==> config.mk <==
export PLATFORM = sky130hd
export DESIGN_NAME = single_wire_humidity_sensor_reader_top
export DESIGN_NICKNAME = d
export VERILOG_FILES = /design/src/rtl/core/swhr_pkg.sv /design/src/rtl/core/single_wire_humidity_sensor_reader_top.sv
export VERILOG_INCLUDE_DIRS = /design/src /design/src/rtl/core
export SDC_FILE = /design/constraint.sdc
export NUM_CORES = 1
export LEC_CHECK = 0
export BUFFER_PORTS_ARGS = -buffer_cell sky130_fd_sc_hd__buf_2
export CORE_MARGIN = 2
export CORE_UTILIZATION = 50
export DETAILED_ROUTE_END_ITERATION = 6
export GPL_ROUTABILITY_DRIVEN = 1
export PLACE_DENSITY = 0.67
export SYNTH_ARGS = -nofsm -noshare
export SYNTH_HDL_FRONTEND = slang
export SYNTH_SLANG_ARGS = --single-unit
export TNS_END_PERCENT = 20
==> constraint.sdc <==
create_clock -name clk -period 5 [get_ports clk]
set_input_delay 0.5 -clock clk [delete_from_list [all_inputs] [get_ports clk]]
set_output_delay 0.5 -clock clk [all_outputs]
set_load 0.01 [all_outputs]
==> src/rtl/core/single_wire_humidity_sensor_reader_top_defines.svh <==
// assertion macros for the single-wire humidity sensor reader
// used by single_wire_humidity_sensor_reader_top; expects clk and arst_n in scope
`ifndef SINGLE_WIRE_HUMIDITY_SENSOR_READER_TOP_DEFINES_SVH
`define SINGLE_WIRE_HUMIDITY_SENSOR_READER_TOP_DEFINES_SVH

// same-cycle implication, disabled during reset
`define SWHR_ASSERT_NOW(label, ante, cons, msg) \
	label: assert property (@(posedge clk) disable iff (!arst_n) (ante) |-> (cons)) \
		else $error(msg);

// next-cycle implication, disabled during reset
`define SWHR_ASSERT_NEXT(label, ante, cons, msg) \
	label: assert property (@(posedge clk) disable iff (!arst_n) (ante) |=> (cons)) \
		else $error(msg);

`endif

==> src/rtl/core/swhr_pkg.sv <==
// shared types, constants and frame helpers for the single-wire humidity sensor reader
// no dependencies; imported by single_wire_humidity_sensor_reader_top
package swhr_pkg;

	localparam int FRAME_BITS = 40;
	localparam int CNT_W      = 6;
	localparam int TIMER_W    = 16;
	localparam int IVAL_W     = 32;
	localparam int CFG_IDX_W  = 3;
	localparam int CFG_DATA_W = 32;

	// register reset values
	localparam logic [TIMER_W-1:0] RELEASE_RST   = 16'd1000;
	localparam logic [TIMER_W-1:0] START_LOW_RST = 16'd1100;
	localparam logic [TIMER_W-1:0] SETTLE_RST    = 16'd55;
	localparam logic [TIMER_W-1:0] TIMEOUT_RST   = 16'd1000;
	localparam logic [IVAL_W-1:0]  MIN_IVAL_RST  = 32'd2000000;

	// register indexes
	localparam logic [CFG_IDX_W-1:0] CFG_RELEASE   = 3'd0;
	localparam logic [CFG_IDX_W-1:0] CFG_START_LOW = 3'd1;
	localparam logic [CFG_IDX_W-1:0] CFG_SETTLE    = 3'd2;
	localparam logic [CFG_IDX_W-1:0] CFG_TIMEOUT   = 3'd3;
	localparam logic [CFG_IDX_W-1:0] CFG_MIN_IVAL  = 3'd4;

	typedef enum logic [2:0] {
		PH_IDLE,
		PH_RELEASE,
		PH_START,
		PH_SETTLE,
		PH_RESP_LOW,
		PH_RESP_HIGH,
		PH_BIT_LOW,
		PH_BIT_HIGH
	} swhr_phase_t;

	typedef logic [FRAME_BITS-1:0] swhr_frame_t;

	// fifth byte must equal the low byte of the sum of the first four
	function automatic logic frame_checksum_ok(input swhr_frame_t f);
		logic [7:0] sum;
		sum = f[39:32] + f[31:24] + f[23:16] + f[15:8];
		return sum == f[7:0];
	endfunction

	// sign-magnitude temperature to two's complement
	function automatic logic signed [15:0] frame_temperature(input swhr_frame_t f);
		logic [15:0] mag;
		mag = {1'b0, f[22:16], f[15:8]};
		return f[23] ? signed'(16'(-mag)) : signed'(mag);
	endfunction

endpackage

==> src/rtl/core/single_wire_humidity_sensor_reader_top.sv <==
// single-wire humidity/temperature sensor reader, one line sample per beat
// depends on swhr_pkg and single_wire_humidity_sensor_reader_top_defines.svh
//
//  channel | signals                                         | direction
//  --------+-------------------------------------------------+----------
//  in      | in_valid in_ready pin_level read_request        | sink
//          | force_req                                       |
//  out     | out_valid out_ready drive_low busy_res done_res | source
//          | read_ok humidity_tenths temperature_tenths      |
//  cfg     | cfg_valid cfg_ready cfg_index cfg_data          | sink
//
// one beat in, one beat out; the sequencer state and the output
// register update together, so a new sample is taken every cycle unless the output stalls.
// each result beat is registered and appears in the cycle after its input beat.
// a stalled output holds the input off only while the output register is full.
// arst_n clears the sequencer, counters and output valid, and loads register defaults.
`include "single_wire_humidity_sensor_reader_top_defines.svh"

module single_wire_humidity_sensor_reader_top
	import swhr_pkg::*;
(
	input  logic                         clk,
	input  logic                         arst_n,
	input  logic                         in_valid,
	output logic                         in_ready,
	input  logic                         pin_level,
	input  logic                         read_request,
	input  logic                         force_req,
	output logic                         out_valid,
	input  logic                         out_ready,
	output logic                         drive_low,
	output logic                         busy_res,
	output logic                         done_res,
	output logic                         read_ok,
	output logic        [15:0]           humidity_tenths,
	output logic signed [15:0]           temperature_tenths,
	input  logic                         cfg_valid,
	output logic                         cfg_ready,
	input  logic        [CFG_IDX_W-1:0]  cfg_index,
	input  logic        [CFG_DATA_W-1:0] cfg_data
);

	logic [TIMER_W-1:0] release_q, start_low_q, settle_q, timeout_q;
	logic [IVAL_W-1:0]  min_ival_q;

	swhr_phase_t        phase_q, phase_d;
	logic [TIMER_W-1:0] timer_q, timer_d, timer_inc;
	logic [TIMER_W-1:0] low_q, low_d;
	logic [CNT_W-1:0]   cnt_q, cnt_d, cnt_inc;
	swhr_frame_t        frame_q, frame_d, frame_shift;
	logic [IVAL_W-1:0]  since_q, since_d;
	logic               last_ok_q, last_ok_d;

	logic               in_beat;
	logic               done, ok, accepted;
	logic               track_to, bit_val;

	logic               out_valid_q;
	logic               drive_low_q, busy_q, done_q, ok_q;
	logic        [15:0] hum_q;
	logic signed [15:0] temp_q;

	assign cfg_ready = 1'b1;
	assign in_ready  = !out_valid_q || out_ready;
	assign in_beat   = in_valid && in_ready;

	// configuration registers
	always_ff @(posedge clk or negedge arst_n) begin
		if (!arst_n) begin
			release_q   <= RELEASE_RST;
			start_low_q <= START_LOW_RST;
			settle_q    <= SETTLE_RST;
			timeout_q   <= TIMEOUT_RST;
			min_ival_q  <= MIN_IVAL_RST;
		end else if (cfg_valid && cfg_ready) begin
			unique case (cfg_index)
				CFG_RELEASE:   release_q   <= cfg_data[TIMER_W-1:0];
				CFG_START_LOW: start_low_q <= cfg_data[TIMER_W-1:0];
				CFG_SETTLE:    settle_q    <= cfg_data[TIMER_W-1:0];
				CFG_TIMEOUT:   timeout_q   <= cfg_data[TIMER_W-1:0];
				CFG_MIN_IVAL:  min_ival_q  <= cfg_data[IVAL_W-1:0];
				default: ;
			endcase
		end
	end

	// shared step terms
	assign timer_inc   = (timer_q == '1) ? timer_q : timer_q + 1'b1;
	assign track_to    = timer_q >= timeout_q;
	assign bit_val     = timer_q > low_q;
	assign frame_shift = {frame_q[FRAME_BITS-2:0], bit_val};
	assign cnt_inc     = cnt_q + 1'b1;

	// next state of the read sequencer
	always_comb begin
		phase_d   = phase_q;
		timer_d   = timer_q;
		low_d     = low_q;
		cnt_d     = cnt_q;
		frame_d   = frame_q;
		last_ok_d = last_ok_q;
		done      = 1'b0;
		ok        = 1'b0;
		accepted  = 1'b0;
		unique case (phase_q)
			PH_IDLE: begin
				if (read_request) begin
					if (!force_req && since_q < min_ival_q) begin
						done = 1'b1;
						ok   = last_ok_q;
					end else begin
						accepted = 1'b1;
						phase_d  = PH_RELEASE;
						timer_d  = '0;
						low_d    = '0;
						cnt_d    = '0;
						frame_d  = '0;
					end
				end
			end
			PH_RELEASE: begin
				if (timer_inc >= release_q) begin
					phase_d = PH_START;
					timer_d = '0;
				end else begin
					timer_d = timer_inc;
				end
			end
			PH_START: begin
				if (timer_inc >= start_low_q) begin
					phase_d = PH_SETTLE;
					timer_d = '0;
				end else begin
					timer_d = timer_inc;
				end
			end
			PH_SETTLE: begin
				if (timer_inc >= settle_q) begin
					phase_d = PH_RESP_LOW;
					timer_d = '0;
				end else begin
					timer_d = timer_inc;
				end
			end
			PH_RESP_LOW: begin
				if (!pin_level) begin
					if (track_to) done = 1'b1;
					else timer_d = timer_q + 1'b1;
				end else begin
					phase_d = PH_RESP_HIGH;
					timer_d = TIMER_W'(1);
				end
			end
			PH_RESP_HIGH: begin
				if (pin_level) begin
					if (track_to) done = 1'b1;
					else timer_d = timer_q + 1'b1;
				end else begin
					phase_d = PH_BIT_LOW;
					timer_d = TIMER_W'(1);
				end
			end
			PH_BIT_LOW: begin
				if (!pin_level) begin
					if (track_to) done = 1'b1;
					else timer_d = timer_q + 1'b1;
				end else begin
					low_d   = timer_q;
					phase_d = PH_BIT_HIGH;
					timer_d = TIMER_W'(1);
				end
			end
			PH_BIT_HIGH: begin
				if (pin_level) begin
					if (track_to) done = 1'b1;
					else timer_d = timer_q + 1'b1;
				end else begin
					// bit is 1 when high phase outlasts low phase
					frame_d = frame_shift;
					cnt_d   = cnt_inc;
					if (cnt_inc >= CNT_W'(FRAME_BITS)) begin
						done = 1'b1;
						ok   = frame_checksum_ok(frame_shift);
					end else begin
						phase_d = PH_BIT_LOW;
						timer_d = TIMER_W'(1);
					end
				end
			end
		endcase
		// completion of an accepted read
		if (done && phase_q != PH_IDLE) begin
			last_ok_d = ok;
			phase_d   = PH_IDLE;
			timer_d   = '0;
		end
	end

	// saturating interval counter
	always_comb begin
		if (accepted) since_d = '0;
		else if (since_q == '1) since_d = since_q;
		else since_d = since_q + 1'b1;
	end

	// sequencer state
	always_ff @(posedge clk or negedge arst_n) begin
		if (!arst_n) begin
			phase_q   <= PH_IDLE;
			timer_q   <= '0;
			low_q     <= '0;
			cnt_q     <= '0;
			frame_q   <= '0;
			since_q   <= '0;
			last_ok_q <= 1'b0;
		end else if (in_beat) begin
			phase_q   <= phase_d;
			timer_q   <= timer_d;
			low_q     <= low_d;
			cnt_q     <= cnt_d;
			frame_q   <= frame_d;
			since_q   <= since_d;
			last_ok_q <= last_ok_d;
		end
	end

	// output valid
	always_ff @(posedge clk or negedge arst_n) begin
		if (!arst_n) begin
			out_valid_q <= 1'b0;
		end else if (in_beat) begin
			out_valid_q <= 1'b1;
		end else if (out_ready) begin
			out_valid_q <= 1'b0;
		end
	end

	// output payload
	always_ff @(posedge clk) begin
		if (in_beat) begin
			drive_low_q <= phase_d == PH_START;
			busy_q      <= phase_d != PH_IDLE;
			done_q      <= done;
			ok_q        <= done && ok;
			hum_q       <= (done && ok) ? frame_d[39:24] : 16'd0;
			temp_q      <= (done && ok) ? frame_temperature(frame_d) : 16'sd0;
		end
	end

	assign out_valid          = out_valid_q;
	assign drive_low          = drive_low_q;
	assign busy_res           = busy_q;
	assign done_res           = done_q;
	assign read_ok            = ok_q;
	assign humidity_tenths    = hum_q;
	assign temperature_tenths = temp_q;

	// checks
	`SWHR_ASSERT_NOW(a_drive_needs_busy, out_valid_q && drive_low_q, busy_q, "line driven while not busy")
	`SWHR_ASSERT_NOW(a_done_ends_read, out_valid_q && done_q, !busy_q, "completion left sequencer busy")
	`SWHR_ASSERT_NOW(a_idle_zero, out_valid_q && !done_q, !ok_q && hum_q == 16'd0 && temp_q == 16'sd0, "values without completion")
	`SWHR_ASSERT_NEXT(a_accept_clears_ival, in_beat && accepted, since_q == '0 && phase_q == PH_RELEASE, "accepted read did not start")

endmodule
==> results by stage <==
Run:
- Max-cap violations in this run came to 0.

Placed design:
- The worst slack at placement is 0.271 ns.
- The number of I/O port buffers is 80.
- Routability-driven placement finished with a final weighted congestion of just under 1.
- Summed over all nets, the half-perimeter wirelength after detailed placement is 25100 um.

Timing:
- The worst path meets setup with between 0.2 and 0.25 ns of slack.
- Setup violations remaining at the end of the flow were counted as 0.
- Across the routed clock network, the largest skew measured is 0.0210 ns.
- For the pin with the worst max-slew slack, the measured transition is between 1 and 1.5 ns.
- The number of pins exceeding their max-slew limit in the final report is 0.
- Subtracting the final worst setup slack from the clock period gives 4.77 ns.
- The final critical-path share of the clock period is 95.3%.
- The worst pin sits at a relative slew slack of 17.2%.
- The highest clock rate is between 0.2 and 0.25 GHz.
- The final number of hold-violating endpoints is 0.

Worst setup path:
- The master of the slowest instance on the critical path is sky130_fd_sc_hd__dfrtp_2.
- The worst setup path is of the reg -> reg kind.
- The arrival time of data at the critical path endpoint is about 5.2 ns.
- The endpoint kind of the worst setup timing path is a flip-flop.
- The largest fanout of any net on the critical path is 15.
- The delay of the slowest cell on the worst path is approximately 0.46 ns.
- The critical path goes through ha_1 -> and3_1 -> nand3_1 -> nor3_2 -> nand3_1 -> buf_4 -> nand2_1 -> ha_1 -> a211oi_1 -> o21ai_0 -> a221oi_1 -> o211ai_1 -> a221oi_4 -> o21ba_4 -> nand2b_4 -> a31o_2 -> a21oi_1.
- Counting both buffers and inverters, the worst setup path holds a total of 1.
- At the worst endpoint, the required time is 5.47 ns.
- The launching element type of the critical path is a flip-flop.
- The cell family contributing the most delay on the critical path is compound AO/OA/AOI/OAI gates.

Clock network:
- No sink is reached through more buffers than the 3 on the longest clock path.
- Buffers inserted to repair hold after CTS numbered 0.
- Clock tree synthesis selected as its root buffer the cell sky130_fd_sc_hd__clkbuf_16.
- The clock reaches the later pin of the worst-skew pair after around 0.57 ns.
- The number of clock buffers added by TritonCTS is 28.
- TritonCTS built the clock tree.
- The clock transition time at the flip-flop clock pins of the worst setup and hold paths is roughly 0.060 ns.
- The clock net sink count is 247.
- CTS built an H-tree with a depth of 1.

Logic synthesis:
- The count of synthesis-stage warnings from yosys is 0.
- The net count after synthesis is ~1800.
- The synthesized design devotes to its leading area cell type about a third of total area.
- Counting flops with a built-in enable in the synthesized netlist gives 36.
- The count of mapped cells out of synthesis is 1578.
- Each instance of the synthesized netlist takes up on average between 9 and 10 um2.
- For this run, the register share of the synthesized area comes to 43.9%.
- Counting flops and latches in the post-synthesis netlist gives 247.
- Among all flip-flop cells after synthesis, the most frequent one is sky130_fd_sc_hd__dfrtp_1.
- The count of cell types in the netlist is 73.
- After synthesis, the cell types taking the most area are sky130_fd_sc_hd__dfrtp_1 (31%), sky130_fd_sc_hd__ha_1 (11%), sky130_fd_sc_hd__edfxtp_1 (7.4%), sky130_fd_sc_hd__nand2_1 (6.2%), sky130_fd_sc_hd__o21ai_0 (5.9%).
- In this run the cell area of the synthesized design comes to 14600 um2.
- The dominant cell type by area after synthesis is sky130_fd_sc_hd__dfrtp_1.
- Counting flops with an async set or reset pin after synthesis yields a share of between 80% and 90%.

Cells and area:
- In the final design database the tool counted around 1800 nets.
- The post-route netlist has roughly 14% of its cells at a drive strength greater than 1.
- The post-synthesis to final-layout area growth is 12.5%.
- In the layout the commonest cells are sky130_fd_sc_hd__nand2_1 (240), sky130_fd_sc_hd__dfrtp_1 (181), sky130_fd_sc_hd__o21ai_0 (171), sky130_fd_sc_hd__inv_1 (137), sky130_fd_sc_hd__ha_1 (123).
- The commonest non-fill, non-tap cell in the layout is sky130_fd_sc_hd__nand2_1.
- The antenna cell count is 0.

Routing:
- After detailed routing, the number of remaining DRC violations is 0.
- The number of vias in the routed layout is approximately 12000.
- In the final routed layout, each cell accounts on average for 17.2 um.
- The number of detailed-route iterations in the first pass is 5.
- After detailed routing, the total wire length is between 30000 and 40000 um.
- The post-detailed-route via-to-cell ratio is 5.64.
- The remaining antenna violation count is 0.
- In this run, the number of DRC markers left after iteration 0 of detailed routing was between 900 and 1000.

Die:
- The floorplan step defined a die boundary enclosing about 31000 um2.
- The floorplan die width is between 150 and 200 um.
- The initial utilization of the core area, before any placement, comes to between 50% and 60%.
- The count of standard-cell rows is 62.
- 82 I/O pins were placed.
- The height of the chip is about 170 um.
- The floorplan core area is 28700 um2.

GRT:
- The pin count of the biggest net entering global routing is approximately 110.
- The global router's overall resource usage is 23.4%.
- The number of global-route vias before repair is 11300.
- The first global-routing pass estimated 58200 um of wire.
- The initial antenna violation count was 1.
- Global routing finished with a remaining overflow of 0.

Pwr:
- The switching power is between 2000 and 2500 uW.
- The analysis attributes to cell leakage a power of 0.00745 uW.
- The largest vdd supply drop is 0.267 mV.
- Summing internal, switching and leakage power gives 6160 uW.
- The combinational share of power is 25.0%.
- In this run switching power makes up about a third of total power.
- Internal power comes to 4160 uW.
- The share of total power dissipated in sequential elements is 41.6%.
- The power density of the placed cells is roughly 380 nW/um2.
- The clock network burns 33.4% of the power.

Run status:
- The run finished with clean final reports.

Min path:
- The kind of path behind the tightest hold check is in -> async.
worst reg2reg max path, stage by stage, from the launching register on:
cell and delay (ns):
sky130_fd_sc_hd__dfrtp_2 0.46, sky130_fd_sc_hd__ha_1 0.23, sky130_fd_sc_hd__and3_1 0.29, sky130_fd_sc_hd__nand3_1 0.30
sky130_fd_sc_hd__nor3_2 0.25, sky130_fd_sc_hd__nand3_1 0.26, sky130_fd_sc_hd__buf_4 0.27, sky130_fd_sc_hd__nand2_1 0.14
sky130_fd_sc_hd__ha_1 0.27, sky130_fd_sc_hd__a211oi_1 0.24, sky130_fd_sc_hd__o21ai_0 0.13, sky130_fd_sc_hd__a221oi_1 0.35
sky130_fd_sc_hd__o211ai_1 0.23, sky130_fd_sc_hd__a221oi_4 0.45, sky130_fd_sc_hd__o21ba_4 0.28, sky130_fd_sc_hd__nand2b_4 0.17
sky130_fd_sc_hd__a31o_2 0.22, sky130_fd_sc_hd__a21oi_1 0.14
timing repair:
| item | in CTS | in global routing |
|---|---|---|
| gates resized for setup | 0 | 5 |
| setup buffers | 0 | 0 |
| setup endpoints to repair | 0 | 15 |
path summary, 6_finish.rpt:
kind                                   start              to  slack, ns  cells past startpoint
worst max register to register    timer_q[1]     timer_q[14]       0.23                     17
min in group clk                cfg_data[21]  min_ival_q[21]       0.13                      3
max in group asynchronous             arst_n     frame_q[12]       3.87                      2
worst min register to register   frame_q[39]     frame_q[39]       0.48                      2
worst max-delay path              timer_q[1]     timer_q[14]       0.23                     17
worst min-delay path                  arst_n   release_q[10]       0.03                      1
flip-flops by register name, summed over array words and instances (netlist names), 3 cells and up:
| signal | cells |
|---|---|
| cnt_q | 6 |
| frame_q | 40 |
| humidity_tenths | 16 |
| low_q | 16 |
| min_ival_q | 32 |
| phase_q | 3 |
| release_q | 16 |
| settle_q | 16 |
| since_q | 32 |
| start_low_q | 16 |
| temperature_tenths | 16 |
| timeout_q | 16 |
| timer_q | 16 |
logic make-up after synthesis:
group,Yosys count,share of synthesized area [%]
fa+ha+maj,137,12.5
compound gates,394,16.5
buf+inv,208,5.54
other cells,1,0.0257
xor+xnor,64,3.84
simple gates,504,16.0
flops,247,43.9
mux,23,1.78
final cells by class:
class | instances | area, um2
fillers | 2567 | 12300
multi-input cells | 1123 | 7450
flip-flops and latches | 247 | 6400
clock buffers | 45 | 846
repair buffers | 107 | 624
inverters | 138 | 518
well taps | 384 | 480
clock inverters | 7 | 86.3
metal layers:
metal  track usage [%]  up-vias  part of all wire [%]
li1                  -     5640                     -
met1              33.5     5592                    47
met2              37.0      273                    46
met3              2.81       53                   4.3
met4              7.47        2                   2.9
met5                 0        -                 0.031
synth_stat cells, types with 3 or more instances:
cell	number
sky130_fd_sc_hd__or2_2	4
sky130_fd_sc_hd__nor2_1	74
sky130_fd_sc_hd__a21oi_1	92
sky130_fd_sc_hd__a211oi_1	11
sky130_fd_sc_hd__nor3_1	16
sky130_fd_sc_hd__and4_1	10
sky130_fd_sc_hd__and2_1	14
sky130_fd_sc_hd__buf_2	10
sky130_fd_sc_hd__edfxtp_1	36
sky130_fd_sc_hd__fa_1	14
sky130_fd_sc_hd__nor2b_1	4
sky130_fd_sc_hd__mux2_2	23
sky130_fd_sc_hd__a22o_1	21
sky130_fd_sc_hd__o21ai_1	3
sky130_fd_sc_hd__nand4_1	25
sky130_fd_sc_hd__a221oi_1	3
sky130_fd_sc_hd__dfrtp_1	183
sky130_fd_sc_hd__a31oi_1	19
sky130_fd_sc_hd__clkbuf_1	53
sky130_fd_sc_hd__buf_1	4
sky130_fd_sc_hd__o21ai_0	171
sky130_fd_sc_hd__nor4_1	9
sky130_fd_sc_hd__nand3_1	62
sky130_fd_sc_hd__nand2b_1	9
sky130_fd_sc_hd__o21a_1	3
sky130_fd_sc_hd__o31ai_1	7
sky130_fd_sc_hd__xnor2_1	35
sky130_fd_sc_hd__xor2_1	29
sky130_fd_sc_hd__or3_1	10
sky130_fd_sc_hd__ha_1	123
sky130_fd_sc_hd__o211ai_1	7
sky130_fd_sc_hd__a21o_1	12
sky130_fd_sc_hd__and3_1	13
sky130_fd_sc_hd__a32o_1	5
sky130_fd_sc_hd__a41oi_1	3
sky130_fd_sc_hd__dfstp_2	28
sky130_fd_sc_hd__o22ai_1	4
sky130_fd_sc_hd__inv_1	138
sky130_fd_sc_hd__nand2_1	240
power groups by stage:
stage               Combinational [uW]  Clock (uW)  Sequential [uW]
finish                            1540        2060             2560
floorplan                         1130           0             2510
global placement                  1470           0             2580
detailed placement                1510           0             2590
global route                      1750        2190             2600
CTS                               1530        2100             2560
per-stage QoR:
step,hold slack [ns],utilization (%),setup TNS [ns],instances,area (um2)
2_1_floorplan,0.204,-,0,1578,14600
3_5_place_dp,0.470,53.8,0,1999,15400
6_report,0.0260,57.1,0,2051,16400
3_3_place_gp,0.465,53.8,0,1999,15400
5_1_grt,0.122,57.1,-0.00166,2051,16400
4_1_cts,0.0838,57.1,0,2051,16400
No activity file was read; power rests on OpenSTA's default activity.
